--- config.mk ---
export PLATFORM = sky130hd
export DESIGN_NAME = periodic_report_sender_with_ack_retry_unit
export DESIGN_NICKNAME = d
export VERILOG_FILES = /design/src/hdl/prs_pkg.sv /design/src/hdl/prs_core.sv /design/src/hdl/periodic_report_sender_with_ack_retry_unit.sv
export SDC_FILE = /design/constraint.sdc
export NUM_CORES = 1
export LEC_CHECK = 0
export BUFFER_PORTS_ARGS = -buffer_cell sky130_fd_sc_hd__buf_2
export CELL_PAD_IN_SITES_DETAIL_PLACEMENT = 0
export CELL_PAD_IN_SITES_GLOBAL_PLACEMENT = 1
export CORE_UTILIZATION = 42
export CTS_BUF_LIST = sky130_fd_sc_hd__clkbuf_2 sky130_fd_sc_hd__clkbuf_4 sky130_fd_sc_hd__clkbuf_8
export CTS_CLUSTER_DIAMETER = 120
export DETAILED_ROUTE_END_ITERATION = 16
export HOLD_SLACK_MARGIN = 0.03
export PLACE_DENSITY = 0.76
export REMOVE_ABC_BUFFERS = 1
export SLEW_MARGIN = 15
export SYNTH_ARGS = -nofsm -noshare
export SYNTH_HDL_FRONTEND = slang
export SYNTH_HIERARCHICAL = 1
export SYNTH_SLANG_ARGS = --single-unit
--- constraint.sdc ---
create_clock -name i_clk -period 4.2 [get_ports i_clk]
set_input_delay 0.63 -clock i_clk [delete_from_list [all_inputs] [get_ports i_clk]]
set_output_delay 0.63 -clock i_clk [all_outputs]
set_load 0.01 [all_outputs]
--- src/hdl/prs_pkg.sv ---
// Shared types and constants for the periodic report sender.
package prs_pkg;

    // Kind of item on the input channel.
    typedef enum logic {
        CMD_TICK = 1'b0,
        CMD_BYTE = 1'b1
    } t_command;

    // Kind of report produced by one item.
    typedef enum logic [1:0] {
        KIND_NONE = 2'd0,
        KIND_DATA = 2'd1,
        KIND_FAN  = 2'd2
    } t_send_kind;

    // Received byte codes with a meaning.
    localparam logic [7:0] BYTE_ACK        = 8'h06;
    localparam logic [7:0] BYTE_RESUME     = 8'h72; // 'r'
    localparam logic [7:0] BYTE_RESTART    = 8'h64; // 'd'
    localparam logic [7:0] BYTE_QUIT       = 8'h71; // 'q'
    localparam logic [7:0] BYTE_FAN_ON     = 8'h65; // 'e'
    localparam logic [7:0] BYTE_FAN_OFF    = 8'h61; // 'a'
    localparam logic [7:0] BYTE_FAN_STATUS = 8'h73; // 's'
    localparam logic [7:0] BYTE_INTERVAL_1 = 8'h31; // '1'
    localparam logic [7:0] BYTE_INTERVAL_4 = 8'h34; // '4'

    // Report interval settings in ticks.
    localparam logic [2:0] INTERVAL_SHORT = 3'd1;
    localparam logic [2:0] INTERVAL_LONG  = 3'd4;

    // Largest retry count that the 2-bit counter can hold.
    localparam int unsigned MAX_COUNTED_RETRIES = 3;

    // One input item.
    typedef struct packed {
        t_command           command;
        logic [7:0]         rx_byte;
        logic signed [7:0]  temperature;
        logic [6:0]         humidity;
    } t_item;

    // One result item.
    typedef struct packed {
        t_send_kind         send_kind;
        logic signed [7:0]  report_temperature;
        logic [6:0]         report_humidity;
        logic [7:0]         report_sequence;
        logic               fan_level;
        logic               alarm_level;
    } t_result;

endpackage

--- src/hdl/prs_core.sv ---
// Protocol state of the sender and the combinational logic that handles one item.
module prs_core #(
    parameter logic [1:0] RETRY_CAP = 2'd3
) (
    input  logic             i_clk,
    input  logic             i_rst_n,
    input  logic             i_fire,
    input  prs_pkg::t_item   i_item,
    output prs_pkg::t_result o_result
);

    logic [2:0] r_tick, n_tick;
    logic [2:0] r_interval, n_interval;
    logic       r_awaiting, n_awaiting;
    logic [1:0] r_retries, n_retries;
    logic       r_sending, n_sending;
    logic [7:0] r_seq, n_seq;
    logic       r_fan, n_fan;
    logic       r_alarm, n_alarm;

    logic [2:0]          tick_inc;
    prs_pkg::t_send_kind kind;

    // Next state and report kind for the item at the input register.
    always_comb begin
        n_tick     = r_tick;
        n_interval = r_interval;
        n_awaiting = r_awaiting;
        n_retries  = r_retries;
        n_sending  = r_sending;
        n_seq      = r_seq;
        n_fan      = r_fan;
        n_alarm    = r_alarm;
        kind       = prs_pkg::KIND_NONE;
        tick_inc   = r_tick + 3'd1;

        if (i_item.command == prs_pkg::CMD_TICK) begin
            if (r_sending) begin
                if (tick_inc < r_interval) begin
                    n_tick = tick_inc;
                end else begin
                    n_tick = '0;
                    if (!r_awaiting) begin
                        // First transmission of this report.
                        n_awaiting = 1'b1;
                        n_retries  = '0;
                        kind       = prs_pkg::KIND_DATA;
                    end else if (r_retries < RETRY_CAP) begin
                        // No acknowledge yet: send the report again.
                        n_retries = r_retries + 2'd1;
                        kind      = prs_pkg::KIND_DATA;
                    end else begin
                        // Retries used up: stop and raise the alarm.
                        n_sending = 1'b0;
                        n_alarm   = 1'b1;
                    end
                end
            end
        end else begin
            case (i_item.rx_byte)
                prs_pkg::BYTE_ACK: begin
                    n_seq      = r_seq + 8'd1;
                    n_awaiting = 1'b0;
                    n_retries  = '0;
                end
                prs_pkg::BYTE_RESUME: begin
                    n_sending  = 1'b1;
                    n_retries  = '0;
                    n_awaiting = 1'b0;
                    n_alarm    = 1'b0;
                end
                prs_pkg::BYTE_RESTART: begin
                    n_sending  = 1'b1;
                    n_retries  = '0;
                    n_awaiting = 1'b0;
                    n_alarm    = 1'b0;
                    n_tick     = '0;
                end
                prs_pkg::BYTE_QUIT: begin
                    n_sending  = 1'b0;
                    n_retries  = '0;
                    n_awaiting = 1'b0;
                    n_tick     = '0;
                    n_alarm    = 1'b1;
                end
                prs_pkg::BYTE_FAN_ON:     n_fan = 1'b1;
                prs_pkg::BYTE_FAN_OFF:    n_fan = 1'b0;
                prs_pkg::BYTE_FAN_STATUS: kind = prs_pkg::KIND_FAN;
                prs_pkg::BYTE_INTERVAL_1: n_interval = prs_pkg::INTERVAL_SHORT;
                prs_pkg::BYTE_INTERVAL_4: n_interval = prs_pkg::INTERVAL_LONG;
                default: begin
                end
            endcase
        end
    end

    // Result fields; report payload is zero unless a data report goes out.
    always_comb begin
        o_result.send_kind          = kind;
        o_result.report_temperature = '0;
        o_result.report_humidity    = '0;
        o_result.report_sequence    = '0;
        if (kind == prs_pkg::KIND_DATA) begin
            o_result.report_temperature = i_item.temperature;
            o_result.report_humidity    = i_item.humidity;
            o_result.report_sequence    = n_seq;
        end
        o_result.fan_level   = n_fan;
        o_result.alarm_level = n_alarm;
    end

    // State registers update once for each item that moves on.
    always_ff @(posedge i_clk) begin
        if (!i_rst_n) begin
            r_tick     <= '0;
            r_interval <= prs_pkg::INTERVAL_SHORT;
            r_awaiting <= 1'b0;
            r_retries  <= '0;
            r_sending  <= 1'b1;
            r_seq      <= '0;
            r_fan      <= 1'b0;
            r_alarm    <= 1'b0;
        end else if (i_fire) begin
            r_tick     <= n_tick;
            r_interval <= n_interval;
            r_awaiting <= n_awaiting;
            r_retries  <= n_retries;
            r_sending  <= n_sending;
            r_seq      <= n_seq;
            r_fan      <= n_fan;
            r_alarm    <= n_alarm;
        end
    end

endmodule

--- src/hdl/periodic_report_sender_with_ack_retry_unit.sv ---
// Top level of the periodic report sender: input register, core logic, result register.
//
//   Channel | Direction | Handshake                  | Payload
//   --------+-----------+----------------------------+--------------------------------------
//   in      | input     | i_in_valid / o_in_stall    | command, rx_byte, temperature, humidity
//   out     | output    | o_out_valid / i_out_stall  | send_kind, report_*, fan/alarm levels
//
// Each item passes through the input register, then through the core logic into the
// result register, which it leaves once the output transfer completes.
// One item per cycle is sustained while the output side does not stall.
// A stall on the output holds the result register and, once the input register is
// full as well, stalls the input. Reset is synchronous and empties both registers.
module periodic_report_sender_with_ack_retry_unit #(
    parameter int unsigned RETRY_LIMIT = 3
) (
    input  logic              i_clk,
    input  logic              i_rst_n,
    input  logic              i_in_valid,
    output logic              o_in_stall,
    input  logic              i_command,
    input  logic [7:0]        i_rx_byte,
    input  logic signed [7:0] i_temperature,
    input  logic [6:0]        i_humidity,
    output logic              o_out_valid,
    input  logic              i_out_stall,
    output logic [1:0]        o_send_kind,
    output logic signed [7:0] o_report_temperature,
    output logic [6:0]        o_report_humidity,
    output logic [7:0]        o_report_sequence,
    output logic              o_fan_level,
    output logic              o_alarm_level
);

    // Retry count saturates at what the 2-bit counter holds.
    localparam int unsigned EFF_LIMIT = (RETRY_LIMIT > prs_pkg::MAX_COUNTED_RETRIES) ?
                                        prs_pkg::MAX_COUNTED_RETRIES : RETRY_LIMIT;
    localparam logic [1:0]  RETRY_CAP = 2'(EFF_LIMIT);

    logic             r_in_valid;
    prs_pkg::t_item   r_in;
    logic             r_out_valid;
    prs_pkg::t_result r_out;
    prs_pkg::t_result core_result;
    logic             advance;
    logic             in_accept;

    // The held item moves on when the result register is free or being emptied.
    assign advance    = r_in_valid && (!r_out_valid || !i_out_stall);
    assign o_in_stall = r_in_valid && !advance;
    assign in_accept  = i_in_valid && !o_in_stall;

    // Input register.
    always_ff @(posedge i_clk) begin
        if (!i_rst_n) begin
            r_in_valid <= 1'b0;
        end else if (in_accept) begin
            r_in_valid <= 1'b1;
        end else if (advance) begin
            r_in_valid <= 1'b0;
        end
    end

    always_ff @(posedge i_clk) begin
        if (in_accept) begin
            r_in.command     <= prs_pkg::t_command'(i_command);
            r_in.rx_byte     <= i_rx_byte;
            r_in.temperature <= i_temperature;
            r_in.humidity    <= i_humidity;
        end
    end

    prs_core #(
        .RETRY_CAP (RETRY_CAP)
    ) u_core (
        .i_clk    (i_clk),
        .i_rst_n  (i_rst_n),
        .i_fire   (advance),
        .i_item   (r_in),
        .o_result (core_result)
    );

    // Result register.
    always_ff @(posedge i_clk) begin
        if (!i_rst_n) begin
            r_out_valid <= 1'b0;
        end else if (advance) begin
            r_out_valid <= 1'b1;
        end else if (!i_out_stall) begin
            r_out_valid <= 1'b0;
        end
    end

    always_ff @(posedge i_clk) begin
        if (advance) begin
            r_out <= core_result;
        end
    end

    // Output ports.
    assign o_out_valid          = r_out_valid;
    assign o_send_kind          = r_out.send_kind;
    assign o_report_temperature = r_out.report_temperature;
    assign o_report_humidity    = r_out.report_humidity;
    assign o_report_sequence    = r_out.report_sequence;
    assign o_fan_level          = r_out.fan_level;
    assign o_alarm_level        = r_out.alarm_level;

endmodule

==> out/results.ini, run 1 <==
[yosys]
synth-main-ff-cell = edfxtp_1
yosysUniqueCellTypes = 54
ys_ff_latch = 72
synthCells = 239
yosysMostFrequentCell = edfxtp_1
async_reset_ff_share_pct = 0
ys_warn_count = 6
synth.cell_area_um2 = 3078
synth.top_cell.area_share_pct = 49.76
synthTopCellsByCount = edfxtp_1, dfxtp_1, and2_1, a21oi_1, nor2_1
ys_seq_area_share_pct = 63.41
synth.largest_area_cell = edfxtp_1
synthTopCellsByArea = edfxtp_1, dfxtp_1, and2_1, a21oi_1, ha_1
avgSynthCellArea_um2 = 12.88
synth_edf_count = 51

[worst_hold_path]
worstHoldPathCells = 1
hold_class = primary input to flip-flop
hp-start = i_temperature[5]
min_to = r_in[12]$_DFFE_PP_

[clocking]
cts_tree = built
clk_latency_ns = 0.35
cts_resized = 0
cts_setup_buffers = 0
clk_path_buf_depth = 2
path_clk_slew_ns = 0.08
cts_sinks = 72
cts_max_level = 3
numCtsBuffers = 9
cts-hold-fix-buffers = 0
cts-root-buf = clkbuf_8

[finish]
final_nets = 330
n_antenna_cell = 0
fillCellCount = 584
layout.cells.non_filler = 399
layout-drive-gt1-share_pct = 29.37
final_util_pct = 52.67
syn2layout_area_growth_pct = 18.82

[timing]
holdWs_ns = 0.4517
max_freq_ghz = 0.3976
skew_ns = 0.007730
setup_viol = 0
tightestPinTransition_ns = 0.6254
setup_slack_ns = 1.685
maxSlewHeadroom_pct = 57.76
hold_violations = 0
rsz0062_at_grt = no
fin_crit_sh_pct = 59.88
maxSlewViolCount = 0
min_period_ns = 2.515

[detailed_routing]
num_vias = 2047
detail_route.first_pass.iterations = 4
avgViaCountPerCell = 5.130
drtIter0Drc = 97
drt_wl_total_um = 5485
wire_per_inst_um = 13.75
antenna_left = 0
route.detailed.drc = 0

[critical_path]
critical_path_arrival_ns = 2.62
reg2reg_to = o_report_temperature[6]$_DFFE_PP_
rr_startpoint = u_core/r_tick[0]$_SDFFE_PN0P_
crit_fanout = 18
cp-end-kind = flip-flop
start_kind = flip-flop
reg2reg_slack_ns = 1.69
reg2reg_depth = 7
critPathRequiredTime_ns = 4.30
path_class = flip-flop to flip-flop

[power]
switchingPower_mw = 0.3421
power.total_mw = 1.451
internal_power_mw = 1.109
p_leak_nw = 1.364
pwr-share-comb_pct = 5.4
pwr-share-seq_pct = 55.5
p_per_area_nw_per_um2 = 396.7
swShare_pct = 23.58
worst_ir_drop_vdd_mv = 0.2274
p_clk_share_pct = 39.1

[run_status]
status = finished, final reports clean

[place]
place_ws_ns = 1.643
place_inst = 383
dp_hpwl_um = 3939
gp_congestion = 0.7506
io_buffers = 56

[die]
fp.dieH_um = 87.61
rows = 30
pin_count = 57
dieWidth_um = 87.61
core-area_um2 = 6944
dieArea_um2 = 7675
start_util_pct = 44.32

[global_routing]
grt_pass1_vias = 1908
grt_max_degree = 25
grt_antenna_before_repair = 0
grt.total_usage_pct = 16.23
grt-ovfl-total = 0
grt_pass1_wl_um = 9094

[job]
cap_violations = 0

## logic make-up (layout without fill, tap and decap cells)
group / after synthesis / in the layout / synth area share [%]
AOI/OAI and AO/OA: 45 / 45 / 9.676
adders and majority gates: 4 / 4 / 1.626
DFF: 72 / 72 / 63.41
buffers and inverters: 18 / 82 / 2.886
xor gates and xnor gates: 6 / 6 / 1.707
and+or+nand+nor: 89 / 89 / 19.02
muxes: 5 / 5 / 1.667
## state kept, by name, summed over array words and instances (netlist names)
signal                cells
o_report_sequence         8
u_core/r_sending          1
o_send_kind               2
o_report_humidity         7
o_out_valid               1
u_core/r_alarm            1
u_core/r_interval         2
o_fan_level               1
u_core/r_fan              1
r_in                     24
u_core/r_tick             3
u_core/r_seq              8
o_report_temperature      8
u_core/r_retries          2
o_alarm_level             1
r_in_valid                1
u_core/r_awaiting         1
## critical path, stage by stage, from the launching register on
cell,delay (ns)
dfxtp_1,0.35
ha_1,0.24
xor2_1,0.15
ha_1,0.31
or2_2,0.32
nand4_1,0.34
inv_1,0.31
and2_1,0.25
## stage by stage
stage	area [um2]	TNS, ns
floorplan	3023	-0.7501
global placement	3445	0
detailed placement	3445	0
CTS	3652	0
global route	3657	0
finish	3657	0
## cell usage in the layout (no fill, tap or decap), types with 2 or more instances in the layout
cell type / instances
nand2b_1: 3
nand3_1: 7
mux2i_1: 4
nand3b_1: 2
nor3b_1: 2
ha_1: 4
nand2_1: 10
nand4_1: 8
buf_2: 56
o31ai_1: 2
o21a_1: 2
or3_2: 2
nor2_1: 11
inv_1: 9
or3_1: 3
o21ai_0: 8
dfxtp_1: 21
inv_6: 4
or2_2: 2
a41oi_1: 3
or4_1: 2
xor2_1: 5
nor2b_1: 3
o41ai_1: 3
clkbuf_8: 9
nor4b_4: 2
a21oi_1: 14
nand4bb_1: 2
edfxtp_1: 51
a31oi_1: 3
and2_1: 18
nor3_1: 2
## layout make-up
cell class	instances	area, um2	share of cell area [%]
sequential	72	1952	53.37
timing repair buffer	57	287.8	7.869
tap	96	120.1	3.284
clock buffer	9	123.9	3.387
inverter	9	33.78	0.9237
multi-input combinational	149	1056	28.87
clock inverter	7	83.83	2.292
## power groups by stage
| stage | Combinational, mW | Clock (mW) | Sequential [mW] |
|---|---|---|---|
| 3_5_place_dp | 0.0783 | 0 | 0.822 |
| 3_3_place_gp | 0.0773 | 0 | 0.822 |
| 4_1_cts | 0.0784 | 0.586 | 0.806 |
| 5_1_grt | 0.0870 | 0.613 | 0.809 |
| 2_1_floorplan | 0.0337 | 0 | 0.827 |
| 6_report | 0.0777 | 0.568 | 0.805 |
## layer usage
metal  vias up  share of wire (%)  track usage [%]
met4         0                1.2            9.836
met3         5                3.0            3.487
met2        47                 48            24.15
met1       965                 47            21.89
li1       1030                  -                -
met5         -                  0                0
## how the worst max path moves through the flow
stage / from / endpoint / cells past startpoint / slack (ns)
floorplan: i_out_stall / u_core/r_tick[1]$_SDFFE_PN0P_ / 4 / -0.17
detailed placement: u_core/r_tick[0]$_SDFFE_PN0P_ / o_report_temperature[6]$_DFFE_PP_ / 7 / 1.64
CTS: u_core/r_tick[0]$_SDFFE_PN0P_ / o_report_temperature[6]$_DFFE_PP_ / 7 / 1.63
global placement: u_core/r_tick[0]$_SDFFE_PN0P_ / o_report_temperature[5]$_DFFE_PP_ / 7 / 1.71
finish: u_core/r_tick[0]$_SDFFE_PN0P_ / o_report_temperature[6]$_DFFE_PP_ / 7 / 1.69
global route: u_core/r_tick[0]$_SDFFE_PN0P_ / o_report_humidity[2]$_DFFE_PP_ / 7 / 1.50
Note: power is estimated with default switching activity, not from simulation.
==> inputs of run 2 (changes only) <==
Settings changed: ABC_AREA set to 1, CORE_UTILIZATION 42 to 40.
Clock period 4.2 ns to 2.14 ns, I/O delays scaled along.
==> run 2 against run 1 <==
  * Area after synthesis is 2.5% higher
  * Sequential cell count stayed put
  * Sequential share of layout area decreased by 2.0 points
  * Sequential power grew 100%
  * Synthesized cell count rose by 36%
  * First-iteration DRC count rose by 57%
  * Die area increased by 7.4%
  * Register-to-register slack lost 1.5 ns
  * Clock power up 78%
  * Largest cell class unchanged
  * Utilization decreased by 3.3 points
  * Final area grew 3.9%
==> out/results.ini, run 2 <==
[run_status]
status = finished, final reports clean

[clocking]
cts_tree = built
cts-root-buf = clkbuf_8
clk_path_buf_depth = 2
cts_max_level = 3
cts_sinks = 72
cts-hold-fix-buffers = 0
path_clk_slew_ns = 0.09
clk_latency_ns = 0.35
numCtsBuffers = 9

[yosys]
synth.top_cell.area_share_pct = 48.55
synth-main-ff-cell = edfxtp_1
synthTopCellsByCount = inv_1, edfxtp_1, nand2_1, nor2_1, dfxtp_1
synth.largest_area_cell = edfxtp_1
synth_edf_count = 51
synthCells = 324
synth.cell_area_um2 = 3154
ys_seq_area_share_pct = 61.88
ys_ff_latch = 72
synthTopCellsByArea = edfxtp_1, dfxtp_1, inv_1, nand2_1, nor2_1
async_reset_ff_share_pct = 0
yosysMostFrequentCell = inv_1
avgSynthCellArea_um2 = 9.735
yosysUniqueCellTypes = 26
ys_warn_count = 6

[timing]
skew_ns = 0.007626
fin_crit_sh_pct = 90.47
rsz0062_at_grt = no
maxSlewViolCount = 0
setup_viol = 0
min_period_ns = 1.936
tns_ns = 0
holdWs_ns = 0.1403
maxSlewHeadroom_pct = 80.05
tightestPinTransition_ns = 0.2989
hold_violations = 0
max_freq_ghz = 0.5165

[power]
switchingPower_mw = 0.7735
p_leak_nw = 1.680
p_clk_share_pct = 34.9
pwr-share-comb_pct = 9.4
pwr-share-seq_pct = 55.6
swShare_pct = 26.66
p_per_area_nw_per_um2 = 763.7
worst_ir_drop_vdd_mv = 0.5810
internal_power_mw = 2.127

[die]
core-area_um2 = 7687
rows = 32
dieWidth_um = 90.80
start_util_pct = 41.03
fp.dieH_um = 90.80
pin_count = 57
dieArea_um2 = 8245

[finish]
layout-drive-gt1-share_pct = 27.23
fillCellCount = 744
n_antenna_cell = 0
final_util_pct = 49.41
final_common_cell = buf_2
layout.cells.non_filler = 495
largest_reg_flops = 24
regMostFlops = r_in
final_nets = 420
final_cell_mix = buf_2, inv_1, edfxtp_1
fin_area_um2 = 3799
syn2layout_area_growth_pct = 20.43

[job]
cap_violations = 0

[detailed_routing]
antenna_left = 0
wire_per_inst_um = 11.54
route.detailed.drc = 0
avgViaCountPerCell = 4.503
drtIter0Drc = 152
drt_wl_total_um = 5712
detail_route.first_pass.iterations = 4
num_vias = 2229

[critical_path]
path_class = flip-flop to flip-flop
start_kind = flip-flop
crit_path_top_delay_cell = dfxtp_1
timing.critical_path.mode_cell = ha_1
path_cells = ha_1 -> xnor2_1 -> inv_1 -> ha_1 -> o21ai_1 -> nand2_2 -> nand3_1 -> nor2_2 -> inv_2 -> buf_12 -> nor2_1
crit_family = adder cells
crit_fanout = 22
critical_path_arrival_ns = 2.04
worst-path-buf-inv = 3
critPathRequiredTime_ns = 2.24
cp_slowest_stage_delay_ns = 0.34
cp-end-kind = flip-flop

[place]
dp_hpwl_um = 4055
place_inst = 478
dpl_cell_area_um2 = 3596
gp_congestion = 0.7840
io_buffers = 56

[worst_hold_path]
hold_class = primary input to flip-flop

[global_routing]
grt_max_degree = 49
grt-ovfl-total = 0
grt_antenna_before_repair = 0
grt.total_usage_pct = 15.27
grt_pass1_wl_um = 9660
grt_pass1_vias = 2082

## run 2: layer usage
metal  vias to the layer above  GRT usage (%)  part of all wire (%)
met5                         -              0                     0
li1                       1179              -                     -
met4                         0          8.201                   2.8
met2                        54          24.68                    46
met3                        14          3.283                   4.2
met1                       982          19.13                    47
## run 2: cell type report
cell class | instances | area, um2 | area share [%]
Timing Repair Buffer | 61 | 355.3 | 9.354
Inverter | 58 | 217.7 | 5.731
Tap cell | 102 | 127.6 | 3.360
Multi-Input combinational cell | 186 | 957.2 | 25.20
Sequential cell | 72 | 1952 | 51.38
Clock buffer | 9 | 123.9 | 3.261
Clock inverter | 7 | 65.06 | 1.713
## run 2: power groups by stage
stage	registers (mW)	clock network, mW	logic [mW]
floorplan	1.66	0	0.143
global placement	1.64	0	0.267
detailed placement	1.65	0	0.273
CTS	1.62	1.04	0.274
global route	1.62	1.10	0.310
finish	1.61	1.01	0.274
## run 2: worst reg2reg max path: cells and delay by family (launching register included)
family	cells	cell delay [ns]
adders and majority gates	2	0.47
and+or+nand+nor	4	0.35
DFF	1	0.34
buffers and inverters	3	0.29
xor gates and xnor gates	1	0.13
AOI/OAI and AO/OA	1	0.11
## run 2: worst paths after layout
check / startpoint / cells after the start / end / slack, ns
worst max-delay path: u_core/r_tick[0]$_SDFFE_PN0P_ / 11 / o_report_temperature[0]$_DFFE_PP_ / 0.20
worst min-delay path: i_temperature[2] / 1 / r_in[9]$_DFFE_PP_ / 0.14
worst max register to register: u_core/r_tick[0]$_SDFFE_PN0P_ / 11 / o_report_temperature[0]$_DFFE_PP_ / 0.20
worst min register to register: u_core/r_tick[2]$_SDFFE_PN0P_ / 2 / u_core/r_tick[2]$_SDFFE_PN0P_ / 0.49
## run 2: per-stage QoR
stage               setup slack, ns  power [mW]
finish                       0.2039       2.901
floorplan                    -1.492       1.802
CTS                          0.1626       2.931
global route                0.01592       3.033
detailed placement           0.1692       1.920
global placement             0.2509       1.911
## run 2: kinds of logic after synthesis
logic type / Yosys count / synth area share [%]
AND/OR/NAND/NOR: 140 / 20.51
flip-flops: 72 / 61.88
adder cells (fa/ha/maj): 4 / 1.587
buffers and inverters: 66 / 8.330
XOR/XNOR: 2 / 0.5554
AO/OA/AOI/OAI: 40 / 7.140
## run 2: repair_timing
action	4_1_cts	5_1_grt
setup buffers	0	1
endpoints found under the setup margin	0	4
gates resized for setup	0	2
